### config.mk
export PLATFORM = sky130hd
export DESIGN_NAME = battery_telemetry_filter_unit
export DESIGN_NICKNAME = d
export VERILOG_FILES = /design/src/hdl/btf_pkg.sv /design/src/hdl/btf_ctrl.sv /design/src/hdl/btf_dpath.sv /design/src/hdl/battery_telemetry_filter_unit.sv
export SDC_FILE = /design/constraint.sdc
export NUM_CORES = 2
export LEC_CHECK = 0
export ABC_AREA = 1
export BUFFER_PORTS_ARGS = -buffer_cell sky130_fd_sc_hd__buf_4
export CORE_ASPECT_RATIO = 1.25
export CORE_MARGIN = 2
export CORE_UTILIZATION = 50
export CTS_CLUSTER_SIZE = 30
export DETAILED_ROUTE_END_ITERATION = 10
export PLACE_DENSITY = 0.69
export SKIP_LAST_GASP = 1
export SLEW_MARGIN = 5
export SYNTH_ARGS = -nofsm -noshare
export SYNTH_HDL_FRONTEND = slang
export SYNTH_SLANG_ARGS = --single-unit
### constraint.sdc
create_clock -name clk_i -period 7.2 [get_ports clk_i]
set_input_delay 1.44 -clock clk_i [delete_from_list [all_inputs] [get_ports clk_i]]
set_output_delay 1.44 -clock clk_i [all_outputs]
set_load 0.005 [all_outputs]
### src/hdl/btf_pkg.sv
// shared types, constants and helpers of the battery telemetry filter
// no dependencies; imported by btf_ctrl, btf_dpath and the top level
package btf_pkg;

  // widths of the fixed fields
  localparam int unsigned VSAMPLE_W   = 10;
  localparam int unsigned CSAMPLE_W   = 8;
  localparam int unsigned VOLT_W      = 14;
  localparam int unsigned CUR_W       = 8;
  localparam int unsigned PWR_W       = 22;
  localparam int unsigned WATT_W      = 16;
  localparam int unsigned CFG_IDX_W   = 2;
  localparam int unsigned CFG_DATA_W  = 14;
  localparam int unsigned MUL_W       = 24;
  localparam int unsigned ADC_BITS_DEF = 10;

  // register indexes
  localparam logic [CFG_IDX_W-1:0] REG_VSHIFT = 2'd0;
  localparam logic [CFG_IDX_W-1:0] REG_CSHIFT = 2'd1;
  localparam logic [CFG_IDX_W-1:0] REG_VSCALE = 2'd2;
  localparam logic [CFG_IDX_W-1:0] REG_RPACK  = 2'd3;

  // register reset values
  localparam logic [3:0]  VSHIFT_RST = 4'd2;
  localparam logic [3:0]  CSHIFT_RST = 4'd2;
  localparam logic [13:0] VSCALE_RST = 14'd866;
  localparam logic [9:0]  RPACK_RST  = 10'd0;

  localparam logic [3:0] MAX_SHIFT = 4'd8;

  // reciprocal multipliers for division by constants
  localparam logic [MUL_W-1:0] RCP125 = 24'd2147484;
  localparam int unsigned      RCP125_SH = 28;
  localparam logic [MUL_W-1:0] RCP25 = 24'd2684355;
  localparam int unsigned      RCP25_SH = 26;
  localparam logic [MUL_W-1:0] RCP5 = 24'd52429;
  localparam int unsigned      RCP5_SH = 18;

  localparam logic [31:0]       VOLT_SAT_LIM = 32'd16384000;
  localparam logic [VOLT_W-1:0] V14_MAX = 14'd16383;
  localparam logic [WATT_W-1:0] WSTEP_LO = 16'd200;
  localparam logic [WATT_W-1:0] WSTEP_HI = 16'd400;

  // multiplier operations
  localparam logic [2:0] OP_VSCALE = 3'd0;
  localparam logic [2:0] OP_VDIV   = 3'd1;
  localparam logic [2:0] OP_RCUR   = 3'd2;
  localparam logic [2:0] OP_SDIV   = 3'd3;
  localparam logic [2:0] OP_PWR    = 3'd4;
  localparam logic [2:0] OP_WDIV   = 3'd5;
  localparam logic [2:0] OP_STEP   = 3'd6;
  localparam logic [2:0] OP_QMUL   = 3'd7;

  typedef struct packed {
    logic [3:0]  vshift;
    logic [3:0]  cshift;
    logic [13:0] vscale;
    logic [9:0]  rpack;
  } cfg_t;

  typedef struct packed {
    logic [2:0] op;
    logic       mul_en;
    logic       load_in;
    logic       acc_en;
    logic       shf_en;
    logic       volt_en;
    logic       sag_en;
    logic       pw_en;
    logic       w_en;
    logic       qsel_en;
    logic       out_load;
  } cmd_t;

  function automatic logic [3:0] clamp_shift(input logic [3:0] s);
    clamp_shift = (s > MAX_SHIFT) ? MAX_SHIFT : s;
  endfunction

endpackage

### src/hdl/btf_ctrl.sv
// sequencer of the battery telemetry filter: issues datapath commands per step
// and runs the input and output handshakes; depends on btf_pkg
module btf_ctrl (
  input  logic          clk_i,
  input  logic          rst_ni,
  input  logic          in_valid_i,
  output logic          in_stall_o,
  output logic          out_valid_o,
  input  logic          out_stall_i,
  output btf_pkg::cmd_t cmd_o
);
  import btf_pkg::*;

  localparam logic [3:0] S_IDLE   = 4'd0;
  localparam logic [3:0] S_VSCALE = 4'd1;
  localparam logic [3:0] S_ACC    = 4'd2;
  localparam logic [3:0] S_SHF    = 4'd3;
  localparam logic [3:0] S_VDIV   = 4'd4;
  localparam logic [3:0] S_VOLT   = 4'd5;
  localparam logic [3:0] S_SDIV   = 4'd6;
  localparam logic [3:0] S_SAG    = 4'd7;
  localparam logic [3:0] S_PWR    = 4'd8;
  localparam logic [3:0] S_WDIV   = 4'd9;
  localparam logic [3:0] S_STEP   = 4'd10;
  localparam logic [3:0] S_QMUL   = 4'd11;
  localparam logic [3:0] S_DONE   = 4'd12;

  logic [3:0] state_q, state_d;
  logic       out_valid_q, out_valid_d;
  logic       slot_free;

  assign slot_free   = !out_valid_q || !out_stall_i;
  assign in_stall_o  = (state_q != S_IDLE);
  assign out_valid_o = out_valid_q;

  always_comb begin
    cmd_o   = '0;
    state_d = state_q;
    unique case (state_q)
      S_IDLE: begin
        if (in_valid_i) begin
          cmd_o.load_in = 1'b1;
          state_d = S_VSCALE;
        end
      end
      S_VSCALE: begin
        cmd_o.mul_en = 1'b1;
        cmd_o.op     = OP_VSCALE;
        state_d      = S_ACC;
      end
      S_ACC: begin
        cmd_o.acc_en = 1'b1;
        state_d      = S_SHF;
      end
      S_SHF: begin
        cmd_o.shf_en = 1'b1;
        state_d      = S_VDIV;
      end
      S_VDIV: begin
        cmd_o.mul_en = 1'b1;
        cmd_o.op     = OP_VDIV;
        state_d      = S_VOLT;
      end
      S_VOLT: begin
        cmd_o.volt_en = 1'b1;
        cmd_o.mul_en  = 1'b1;
        cmd_o.op      = OP_RCUR;
        state_d       = S_SDIV;
      end
      S_SDIV: begin
        cmd_o.mul_en = 1'b1;
        cmd_o.op     = OP_SDIV;
        state_d      = S_SAG;
      end
      S_SAG: begin
        cmd_o.sag_en = 1'b1;
        cmd_o.mul_en = 1'b1;
        cmd_o.op     = OP_PWR;
        state_d      = S_PWR;
      end
      S_PWR: begin
        cmd_o.pw_en  = 1'b1;
        cmd_o.mul_en = 1'b1;
        cmd_o.op     = OP_WDIV;
        state_d      = S_WDIV;
      end
      S_WDIV: begin
        cmd_o.w_en = 1'b1;
        state_d    = S_STEP;
      end
      S_STEP: begin
        cmd_o.qsel_en = 1'b1;
        cmd_o.mul_en  = 1'b1;
        cmd_o.op      = OP_STEP;
        state_d       = S_QMUL;
      end
      S_QMUL: begin
        cmd_o.mul_en = 1'b1;
        cmd_o.op     = OP_QMUL;
        state_d      = S_DONE;
      end
      S_DONE: begin
        if (slot_free) begin
          cmd_o.out_load = 1'b1;
          state_d = S_IDLE;
        end
      end
      default: begin
        state_d = S_IDLE;
      end
    endcase
  end

  assign out_valid_d = cmd_o.out_load || (out_valid_q && out_stall_i);

  always_ff @(posedge clk_i or negedge rst_ni) begin
    if (!rst_ni) begin
      state_q     <= S_IDLE;
      out_valid_q <= 1'b0;
    end else begin
      state_q     <= state_d;
      out_valid_q <= out_valid_d;
    end
  end

  // result word never overwrites one still waiting
  assert property (@(posedge clk_i) disable iff (!rst_ni)
    cmd_o.out_load |-> (!out_valid_q || !out_stall_i))
    else $error("result loaded over a stalled word");

  // an accepted word starts the sequence
  assert property (@(posedge clk_i) disable iff (!rst_ni)
    (in_valid_i && !in_stall_o) |=> (state_q == S_VSCALE))
    else $error("accepted word did not start the sequence");

  // one word in flight: no result loaded in the cycle a word enters
  assert property (@(posedge clk_i) disable iff (!rst_ni)
    $onehot0({cmd_o.load_in, cmd_o.acc_en, cmd_o.out_load}))
    else $error("conflicting datapath commands");

  // done is reached only through the final multiply
  assert property (@(posedge clk_i) disable iff (!rst_ni)
    (state_q == S_DONE) |-> ($past(state_q) == S_QMUL || $past(state_q) == S_DONE))
    else $error("done entered out of order");

endmodule

### src/hdl/btf_dpath.sv
// datapath of the battery telemetry filter: averages, shared 24x24 multiplier,
// reciprocal divisions and result registers; depends on btf_pkg
module btf_dpath #(
  parameter int unsigned AdcBits = btf_pkg::ADC_BITS_DEF
) (
  input  logic                            clk_i,
  input  logic                            rst_ni,
  input  btf_pkg::cmd_t                   cmd_i,
  input  btf_pkg::cfg_t                   cfg_i,
  input  logic [btf_pkg::VSAMPLE_W-1:0]   voltage_sample_i,
  input  logic [btf_pkg::CSAMPLE_W-1:0]   current_sample_i,
  output logic [btf_pkg::VOLT_W-1:0]      voltage_tenths_o,
  output logic [btf_pkg::CUR_W-1:0]       current_fifths_o,
  output logic [btf_pkg::PWR_W-1:0]       power_fiftieths_o,
  output logic [btf_pkg::WATT_W-1:0]      power_watts_o,
  output logic [btf_pkg::VOLT_W-1:0]      sag_voltage_tenths_o
);
  import btf_pkg::*;

  localparam int unsigned VsW = (AdcBits < VSAMPLE_W) ? AdcBits : VSAMPLE_W;

  localparam logic [1:0] STEP_10 = 2'd0;
  localparam logic [1:0] STEP_20 = 2'd1;
  localparam logic [1:0] STEP_25 = 2'd2;

  logic [VsW-1:0]       vs_q;
  logic [CSAMPLE_W-1:0] cs_q;
  logic [31:0]          vacc_q, vacc_d;
  logic [15:0]          cacc_q, cacc_d;
  logic [31:0]          xv_q;
  logic [CUR_W-1:0]     cur_q, cur_d;
  logic [VOLT_W-1:0]    volt_q, volt_d;
  logic [VOLT_W-1:0]    sag_q, sag_d;
  logic [PWR_W-1:0]     pw_q;
  logic [WATT_W-1:0]    w_q, w_d;
  logic [1:0]           qsel_q, qsel_d;
  logic [2*MUL_W-1:0]   mult_q;
  logic [MUL_W-1:0]     mul_a, mul_b;

  logic [3:0]  vsh, csh;
  logic [32:0] vsum;
  logic [16:0] csum;
  logic [15:0] cshifted;
  logic [14:0] sag_sum;
  logic [16:0] wq_full;
  logic [11:0] quot;
  logic [4:0]  qval;

  assign vsh = clamp_shift(cfg_i.vshift);
  assign csh = clamp_shift(cfg_i.cshift);

  // exponential averages
  assign vsum = 33'(vacc_q) - 33'(vacc_q >> vsh) + 33'(mult_q[MUL_W-1:0]);
  assign csum = 17'(cacc_q) - 17'(cacc_q >> csh) + 17'(cs_q);
  assign vacc_d = vsum[32] ? '1 : vsum[31:0];
  assign cacc_d = csum[16] ? '1 : csum[15:0];

  assign cshifted = cacc_q >> csh;
  assign cur_d    = (|cshifted[15:8]) ? '1 : cshifted[7:0];

  assign volt_d = (xv_q >= VOLT_SAT_LIM) ? V14_MAX : mult_q[RCP125_SH +: VOLT_W];

  assign sag_sum = 15'(volt_q) + 15'(mult_q[RCP125_SH +: 10]);
  assign sag_d   = sag_sum[14] ? V14_MAX : sag_sum[13:0];

  assign wq_full = mult_q[RCP25_SH +: 17];
  assign w_d     = wq_full[16] ? '1 : wq_full[15:0];

  // step size of displayed power
  always_comb begin
    if (w_q < WSTEP_LO) begin
      qsel_d = STEP_10;
    end else if (w_q < WSTEP_HI) begin
      qsel_d = STEP_20;
    end else begin
      qsel_d = STEP_25;
    end
  end

  always_comb begin
    case (qsel_q)
      STEP_10: begin
        quot = mult_q[RCP5_SH +: 12];
        qval = 5'd10;
      end
      STEP_20: begin
        quot = mult_q[RCP5_SH +: 12];
        qval = 5'd20;
      end
      default: begin
        quot = mult_q[RCP25_SH +: 12];
        qval = 5'd25;
      end
    endcase
  end

  // operand select of the shared multiplier
  always_comb begin
    unique case (cmd_i.op)
      OP_VSCALE: begin
        mul_a = MUL_W'(vs_q);
        mul_b = MUL_W'(cfg_i.vscale);
      end
      OP_VDIV: begin
        mul_a = MUL_W'(xv_q[23:3]);
        mul_b = RCP125;
      end
      OP_RCUR: begin
        mul_a = MUL_W'(cfg_i.rpack);
        mul_b = MUL_W'(cur_q);
      end
      OP_SDIV: begin
        mul_a = MUL_W'(mult_q[17:2]);
        mul_b = RCP125;
      end
      OP_PWR: begin
        mul_a = MUL_W'(volt_q);
        mul_b = MUL_W'(cur_q);
      end
      OP_WDIV: begin
        mul_a = MUL_W'(mult_q[21:1]);
        mul_b = RCP25;
      end
      OP_STEP: begin
        if (qsel_d == STEP_10) begin
          mul_a = MUL_W'(w_q[15:1]);
          mul_b = RCP5;
        end else if (qsel_d == STEP_20) begin
          mul_a = MUL_W'(w_q[15:2]);
          mul_b = RCP5;
        end else begin
          mul_a = MUL_W'(w_q);
          mul_b = RCP25;
        end
      end
      OP_QMUL: begin
        mul_a = MUL_W'(quot);
        mul_b = MUL_W'(qval);
      end
      default: begin
        mul_a = '0;
        mul_b = '0;
      end
    endcase
  end

  // filter state
  always_ff @(posedge clk_i or negedge rst_ni) begin
    if (!rst_ni) begin
      vacc_q <= '0;
      cacc_q <= '0;
    end else if (cmd_i.acc_en) begin
      vacc_q <= vacc_d;
      cacc_q <= cacc_d;
    end
  end

  // working and result registers
  always_ff @(posedge clk_i) begin
    if (cmd_i.load_in) begin
      vs_q <= voltage_sample_i[VsW-1:0];
      cs_q <= current_sample_i;
    end
    if (cmd_i.mul_en) begin
      mult_q <= mul_a * mul_b;
    end
    if (cmd_i.shf_en) begin
      xv_q  <= vacc_q >> vsh;
      cur_q <= cur_d;
    end
    if (cmd_i.volt_en) begin
      volt_q <= volt_d;
    end
    if (cmd_i.sag_en) begin
      sag_q <= sag_d;
    end
    if (cmd_i.pw_en) begin
      pw_q <= mult_q[PWR_W-1:0];
    end
    if (cmd_i.w_en) begin
      w_q <= w_d;
    end
    if (cmd_i.qsel_en) begin
      qsel_q <= qsel_d;
    end
    if (cmd_i.out_load) begin
      voltage_tenths_o     <= volt_q;
      current_fifths_o     <= cur_q;
      power_fiftieths_o    <= pw_q;
      power_watts_o        <= mult_q[WATT_W-1:0];
      sag_voltage_tenths_o <= sag_q;
    end
  end

endmodule

### src/hdl/battery_telemetry_filter_unit.sv
// top level of the battery telemetry filter: configuration registers and
// the sequencer and datapath; depends on btf_pkg, btf_ctrl and btf_dpath
//
// One word holds a voltage ADC sample and a current sample; one result word
// follows each. The sequencer steps every multiply of a word through the one
// shared 24x24 multiplier (scaling, constant divisions by reciprocal, power
// and stepping).
// The input stalls while a word is in work; a finished result waits in its own
// output register, so the next word is taken while the last one is unread.
// Configuration writes are always ready and belong in idle periods.
module battery_telemetry_filter_unit #(
  parameter int unsigned AdcBits = btf_pkg::ADC_BITS_DEF
) (
  input  logic                              clk_i,
  input  logic                              rst_ni,
  input  logic                              cfg_valid_i,
  output logic                              cfg_ready_o,
  input  logic [btf_pkg::CFG_IDX_W-1:0]     cfg_index_i,
  input  logic [btf_pkg::CFG_DATA_W-1:0]    cfg_data_i,
  input  logic                              in_valid_i,
  output logic                              in_stall_o,
  input  logic [btf_pkg::VSAMPLE_W-1:0]     voltage_sample_i,
  input  logic [btf_pkg::CSAMPLE_W-1:0]     current_sample_i,
  output logic                              out_valid_o,
  input  logic                              out_stall_i,
  output logic [btf_pkg::VOLT_W-1:0]        voltage_tenths_o,
  output logic [btf_pkg::CUR_W-1:0]         current_fifths_o,
  output logic [btf_pkg::PWR_W-1:0]         power_fiftieths_o,
  output logic [btf_pkg::WATT_W-1:0]        power_watts_o,
  output logic [btf_pkg::VOLT_W-1:0]        sag_voltage_tenths_o
);
  import btf_pkg::*;

  cfg_t cfg_q;
  cmd_t cmd;

  assign cfg_ready_o = 1'b1;

  always_ff @(posedge clk_i or negedge rst_ni) begin
    if (!rst_ni) begin
      cfg_q.vshift <= VSHIFT_RST;
      cfg_q.cshift <= CSHIFT_RST;
      cfg_q.vscale <= VSCALE_RST;
      cfg_q.rpack  <= RPACK_RST;
    end else if (cfg_valid_i && cfg_ready_o) begin
      unique case (cfg_index_i)
        REG_VSHIFT: cfg_q.vshift <= cfg_data_i[3:0];
        REG_CSHIFT: cfg_q.cshift <= cfg_data_i[3:0];
        REG_VSCALE: cfg_q.vscale <= cfg_data_i[13:0];
        REG_RPACK:  cfg_q.rpack  <= cfg_data_i[9:0];
        default: begin
          cfg_q <= cfg_q;
        end
      endcase
    end
  end

  btf_ctrl u_ctrl (
    .clk_i       (clk_i),
    .rst_ni      (rst_ni),
    .in_valid_i  (in_valid_i),
    .in_stall_o  (in_stall_o),
    .out_valid_o (out_valid_o),
    .out_stall_i (out_stall_i),
    .cmd_o       (cmd)
  );

  btf_dpath #(
    .AdcBits (AdcBits)
  ) u_dpath (
    .clk_i                (clk_i),
    .rst_ni               (rst_ni),
    .cmd_i                (cmd),
    .cfg_i                (cfg_q),
    .voltage_sample_i     (voltage_sample_i),
    .current_sample_i     (current_sample_i),
    .voltage_tenths_o     (voltage_tenths_o),
    .current_fifths_o     (current_fifths_o),
    .power_fiftieths_o    (power_fiftieths_o),
    .power_watts_o        (power_watts_o),
    .sag_voltage_tenths_o (sag_voltage_tenths_o)
  );

endmodule
# ---- After elaboration in Yosys (flattened, before gate mapping)
# Index checks and enable logic that the tools add are counted.
# Widths: inputs -> output; s select.
dict set report word_totals {
  register_bits 328
  inputBits 39
  out_inout_bits 77
  wordCells 113
}
dict set report classes {
  add_sub_neg 5
  multipliers 1
  order_cmp 5
  n_eq_ne 26
  shift 4
  mux 29
  reduce_logical 20
}
# cell n
set op_table {}
lappend op_table {{$pmux 24 s8} 1}
lappend op_table {{$pmux 24 s6} 1}
lappend op_table {{$pmux 4 s13} 1}
lappend op_table {{$mux 24} 2}
lappend op_table {{$mul 24x24->43} 1}
lappend op_table {{$add 33x24->33} 1}
lappend op_table {{$shr 32x4->33} 1}
lappend op_table {{$sub 32x33->33} 1}
lappend op_table {{$ge 32x24->1 const B} 1}
lappend op_table {{$mux 16} 2}
lappend op_table {{$mux 32} 1}
lappend op_table {{$pmux 4 s8} 1}
lappend op_table {{$shr 32x4->32} 1}
lappend op_table {{$mux 22} 1}
lappend op_table {{$eq 4x4->1 const B} 5}
lappend op_table {{$add 17x8->17} 1}
lappend op_table {{$shr 16x4->17} 1}
lappend op_table {{$sub 16x17->17} 1}
lappend op_table {{$eq 4x3->1 const B} 4}
lappend op_table {{$lt 16x8->1 const B} 1}
lappend op_table {{$lt 16x9->1 const B} 1}
lappend op_table {{$mux 4} 4}
lappend op_table {{$shr 16x4->16} 1}
lappend op_table {{$add 14x10->15} 1}
lappend op_table {{other kinds (24)} 54}

# ---- Longest topological paths before layout
dict set report depth {
  depth_word 8
  mapped_depth 38
  mapped_depth_nobuf 37
}

# ---- By module
# A second synthesis with hierarchy kept.
dict set report unflattened {
  hier_cells 4115
  hier_area_um2 33430.8
}
# module instances cells_each area_per_inst_um2 seq_area_each_um2
set modules_own_cells {}
lappend modules_own_cells {btf_dpath 1 3915 31704.2 8408.1}
lappend modules_own_cells {battery_telemetry_filter_unit 1 148 1397.6 809.5}
lappend modules_own_cells {btf_ctrl 1 52 329.1 125.1}

# ---- Least setup slack after synthesis
# OpenSTA, ideal clock, no wires.
dict set report synth_path {
  path_type {register -> register}
  start {register u_ctrl.state_q[2]}
  end {register u_dpath.mult_q[37] (data pin)}
  setup_time_ns 0.252
  arrival_time_ns 6.564
  t_required_ns 6.948
  slack_ns 0.384
  stages_incl_launch_ff 36
  n_path_buf 1
  synth_period_minus_slack_ns 6.816
  path_cell_list {dfrtp_1 > inv_2 > nand2_4 > inv_4 > nand2_4 > inv_2 > nand2_1 > o21ai_1 > a21oi_1 > nand4_1 > nand2_2 > inv_2 > buf_6 > nand2_1 > fa_1 > inv_1 > fa_1 > inv_1 > fa_1 > fa_1 > fa_1 > inv_1 > fa_1 > inv_1 > fa_1 > inv_1 > ha_1 > nand2_1 > nor2_1 > nand2_1 > nor2_1 > nand2_1 > nand3_1 > nand3_1 > nand3_1 > nand2_1}
}
dict set report synth_via {
  elab_chain_len 6
  elab_cells_between_ends 22
  cone_classes {1 x mul; 15 x eq/ne; 3 x mux; 3 x reduce/logical}
}
# item line_no
set synth_lines {}
lappend synth_lines {{start, declared} btf_ctrl.sv:28} ;# logic [3:0] state_q, state_d;
lappend synth_lines {{start signal, assigned} btf_ctrl.sv:121} ;# state_q <= state_d;
lappend synth_lines {{$eq 4x4->1, or another cell as far along} btf_ctrl.sv:39} ;# unique case (state_q)
lappend synth_lines {{$pmux 4 s8 (*)} btf_ctrl.sv:39}
lappend synth_lines {{$eq 3x2->1, or another cell as far along} btf_dpath.sv:99} ;# unique case (cmd_i.op)
lappend synth_lines {{$reduce_or 2->1 (no line)} --}
lappend synth_lines {{$pmux 24 s6} btf_dpath.sv:99}
lappend synth_lines {{$mul 24x24->43 (*)} btf_dpath.sv:165} ;# mult_q <= mul_a * mul_b;
lappend synth_lines {{end signal, assigned} btf_dpath.sv:165}
lappend synth_lines {{end, declared} btf_dpath.sv:37} ;# logic [2*MUL_W-1:0] mult_q;
# Every way passes the cells marked *; elsewhere a longest branch is shown, timed or not.
# A chain may end at the register's enable or synchronous reset.

# ---- Worst setup path after layout
dict set report layout_path {
  start {register u_ctrl.state_q[0]}
  end {register u_dpath.mult_q[36] (data pin)}
}
# The elaborated chain is that of the path after synthesis.

==> flow_summary.json <==
{
  "status": "finished clean",
  "areaGrowthSynthToFinish_pct": 18.6,
  "grt_pass1_wl_mm": 161,
  "drtPass1Iterations": 7,
  "grt_usage_pct": 31.2,
  "hpwl_mm": 85.7,
  "die_w_um": 234,
  "ant_nets": 0,
  "hold_class": "flop to flop",
  "nFillCells": 5858,
  "drc": 0,
  "final_area_um2": 39200,
  "cts_root_buf": "clkbuf_16",
  "synthFlopType": "edfxtp_1",
  "drv_cap": 0,
  "grt_start_max_net_pins": 75,
  "dieHeight_um": 291,
  "antenna_found_initial": 2,
  "dp_slack_ps": -301,
  "crit_fanout": 8,
  "cts.htree.levels": 2,
  "cts_made_buffers": 40,
  "fin_util_pct": 59.7,
  "grt_overflow": 0,
  "required_ps": 7530,
  "async_flop_share_pct": 26.2,
  "syn_area_um2": 33000,
  "grt_setup_unrepaired": "true",
  "tns_ps": 0,
  "synthTopCellsByCount": "inv_1 (953), nand2_1 (933), nor2_1 (353)",
  "critical_path.slowest_cell": "fa_1",
  "numPortBuffers": 114,
  "hold_violations": 0,
  "synth.distinct_cells": 64,
  "dieArea_um2": 68100,
  "drive_gt1_share_pct": 15.9,
  "critPathBufInv": 8,
  "multi_input_area_um2": 20400,
  "routedWlPerCell_um": 19.5,
  "ios": 116,
  "fmax_mhz": 142,
  "diodes": 0,
  "critPathMaxStageDelay_ps": 530,
  "cts_buffer_depth": 3,
  "worst_slack_ps": 151,
  "ys_warn_count": 0,
  "layout.nets": 5076,
  "drt_wl_total_mm": 104,
  "core_area_um2": 65600,
  "regArea_um2": 9350,
  "cp_top_family": "adder cells",
  "yosysTopAreaCell": "edfxtp_1",
  "gp_congestion": 1.03,
  "via_per_inst": 5.30,
  "initialDrtViolationCount": 2203,
  "ys_seq_area_share_pct": 28.3,
  "cp.arrival_ps": 7370,
  "placed_area_um2": 36700,
  "cp_common_cell": "fa_1",
  "start_kind": "flop",
  "cts_sinks": 325,
  "finClkSkew_ps": 39.2,
  "syn_area_per_cell_um2": 8.14,
  "setup_viol": 0,
  "tightest_slew_ps": 1070,
  "num_vias": 28248,
  "yosysMostFrequentCell": "inv_1",
  "slew_viol_final": 0,
  "min_period_over_period_pct": 97.9,
  "clk_latency_ps": 600,
  "cts_tree": "yes",
  "cp-end-kind": "flop",
  "netlist_instances": 4056,
  "synth_top_area_share_pct": 21.8,
  "critPathKind": "flop to flop",
  "initial_core_util_pct": 50.4,
  "slew_headroom_pct": 28.6,
  "synth_edf_count": 240,
  "rows": 105,
  "synth-seq-cells": 325,
  "synth.area.top_cells": "edfxtp_1 (22%), fa_1 (20%), inv_1 (11%)",
  "grt_pass1_vias": 28872,
  "min_period_ps": 7050,
  "clkSlewWorstSetupHoldPaths_ps": 70
}
placed cells by master, fill, tap and decap left out, drive strengths merged, types with 3 or more instances in the layout:
cell,instances
inv,970
nand2,955
buf,395
nor2,365
fa,329
ha,264
edfxtp,240
nand3,191
o21ai,176
a21oi,117
dfrtp,78
clkbuf,54
xor2,40
nand4,36
nor3,34
conb,30
o211ai,22
or2,20
o22ai,20
xnor2,17
o21bai,13
clkinv,12
o21a,10
a31oi,9
nand3b,9
a211oi,8
mux2i,7
dfstp,7
a21o,6
and2,6
nor4,6
bufinv,5
clkinvlp,3
o221ai,3
mux2,3
a221oi,3
metrics by stage:
stage,std cells,hold WS [ps]
after global placement,5231,402
after floorplan,4084,400
after detailed placement,5231,405
final,5331,420
after global routing,5331,425
after CTS,5308,420
routing by layer:
metal	track usage [%]	part of all wire [%]
met5	0	0
met4	16.7	6.6
met3	3.72	5.5
met2	53.1	49
met1	38.5	39
layout make-up:
cell class,instances,share of cell area (%)
multi-input combinational,2711,52.2
sequential,325,23.9
inverter,969,9.33
timing repair buffer,397,8.11
clock buffer,52,2.96
tap,856,2.73
clock inverter,21,0.792
state kept, by name (all words and copies together) (netlist names), 4 cells and up:
register                      count
cfg_q                            32
u_ctrl.state_q                    4
u_dpath.cacc_q                   16
u_dpath.cs_q                      8
u_dpath.cur_q                     8
u_dpath.current_fifths_o          8
u_dpath.mult_q                   43
u_dpath.power_fiftieths_o        22
u_dpath.power_watts_o            16
u_dpath.pw_q                     22
u_dpath.sag_q                    14
u_dpath.sag_voltage_tenths_o     14
u_dpath.vacc_q                   32
u_dpath.volt_q                   14
u_dpath.voltage_tenths_o         14
u_dpath.vs_q                     10
u_dpath.w_q                      16
u_dpath.xv_q                     29
path summary, 6_finish.rpt:
check                                               from                                      to  slack [ps]  cells past startpoint
max in group asynchronous                         rst_ni          u_dpath.vacc_q[19]$_DFFE_PN0P_        5300                      2
min reg2reg                    u_dpath.pw_q[0]$_DFFE_PP_  u_dpath.power_fiftieths_o[0]$_DFFE_PP_         420                      0
min in group asynchronous                         rst_ni           u_dpath.cacc_q[3]$_DFFE_PN0P_         830                      1
min                            u_dpath.pw_q[0]$_DFFE_PP_  u_dpath.power_fiftieths_o[0]$_DFFE_PP_         420                      0
max                        u_ctrl.state_q[0]$_DFFE_PN0P_            u_dpath.mult_q[36]$_DFFE_PN_         150                     30
max reg2reg                u_ctrl.state_q[0]$_DFFE_PN0P_            u_dpath.mult_q[36]$_DFFE_PN_         150                     30
cell families (layout without fill, tap and decap cells):
| kind of cell | Yosys count | in the layout | synth area share [%] |
|---|---|---|---|
| fa+ha+maj | 593 | 593 | 29.9 |
| compound gates | 397 | 397 | 7.01 |
| other cells | 2 | 30 | 0.0227 |
| simple gates | 1624 | 1624 | 20.5 |
| xor+xnor | 57 | 57 | 1.51 |
| mux | 10 | 10 | 0.314 |
| buf+inv | 1048 | 1439 | 12.4 |
| flops | 325 | 325 | 28.3 |
timing repair:
action / 4_1_cts / 5_1_grt
hold buffers: 0 / 0
setup endpoints to repair: 26 / 29
gates cloned: 0 / 2
buffers inserted: 4 / 21
resized for setup: 25 / 184
pin swaps: 4 / 59
Power is left out: the tool's default activity adds up to more than one toggle a clock period on the data nets, which glitch-free logic cannot reach.
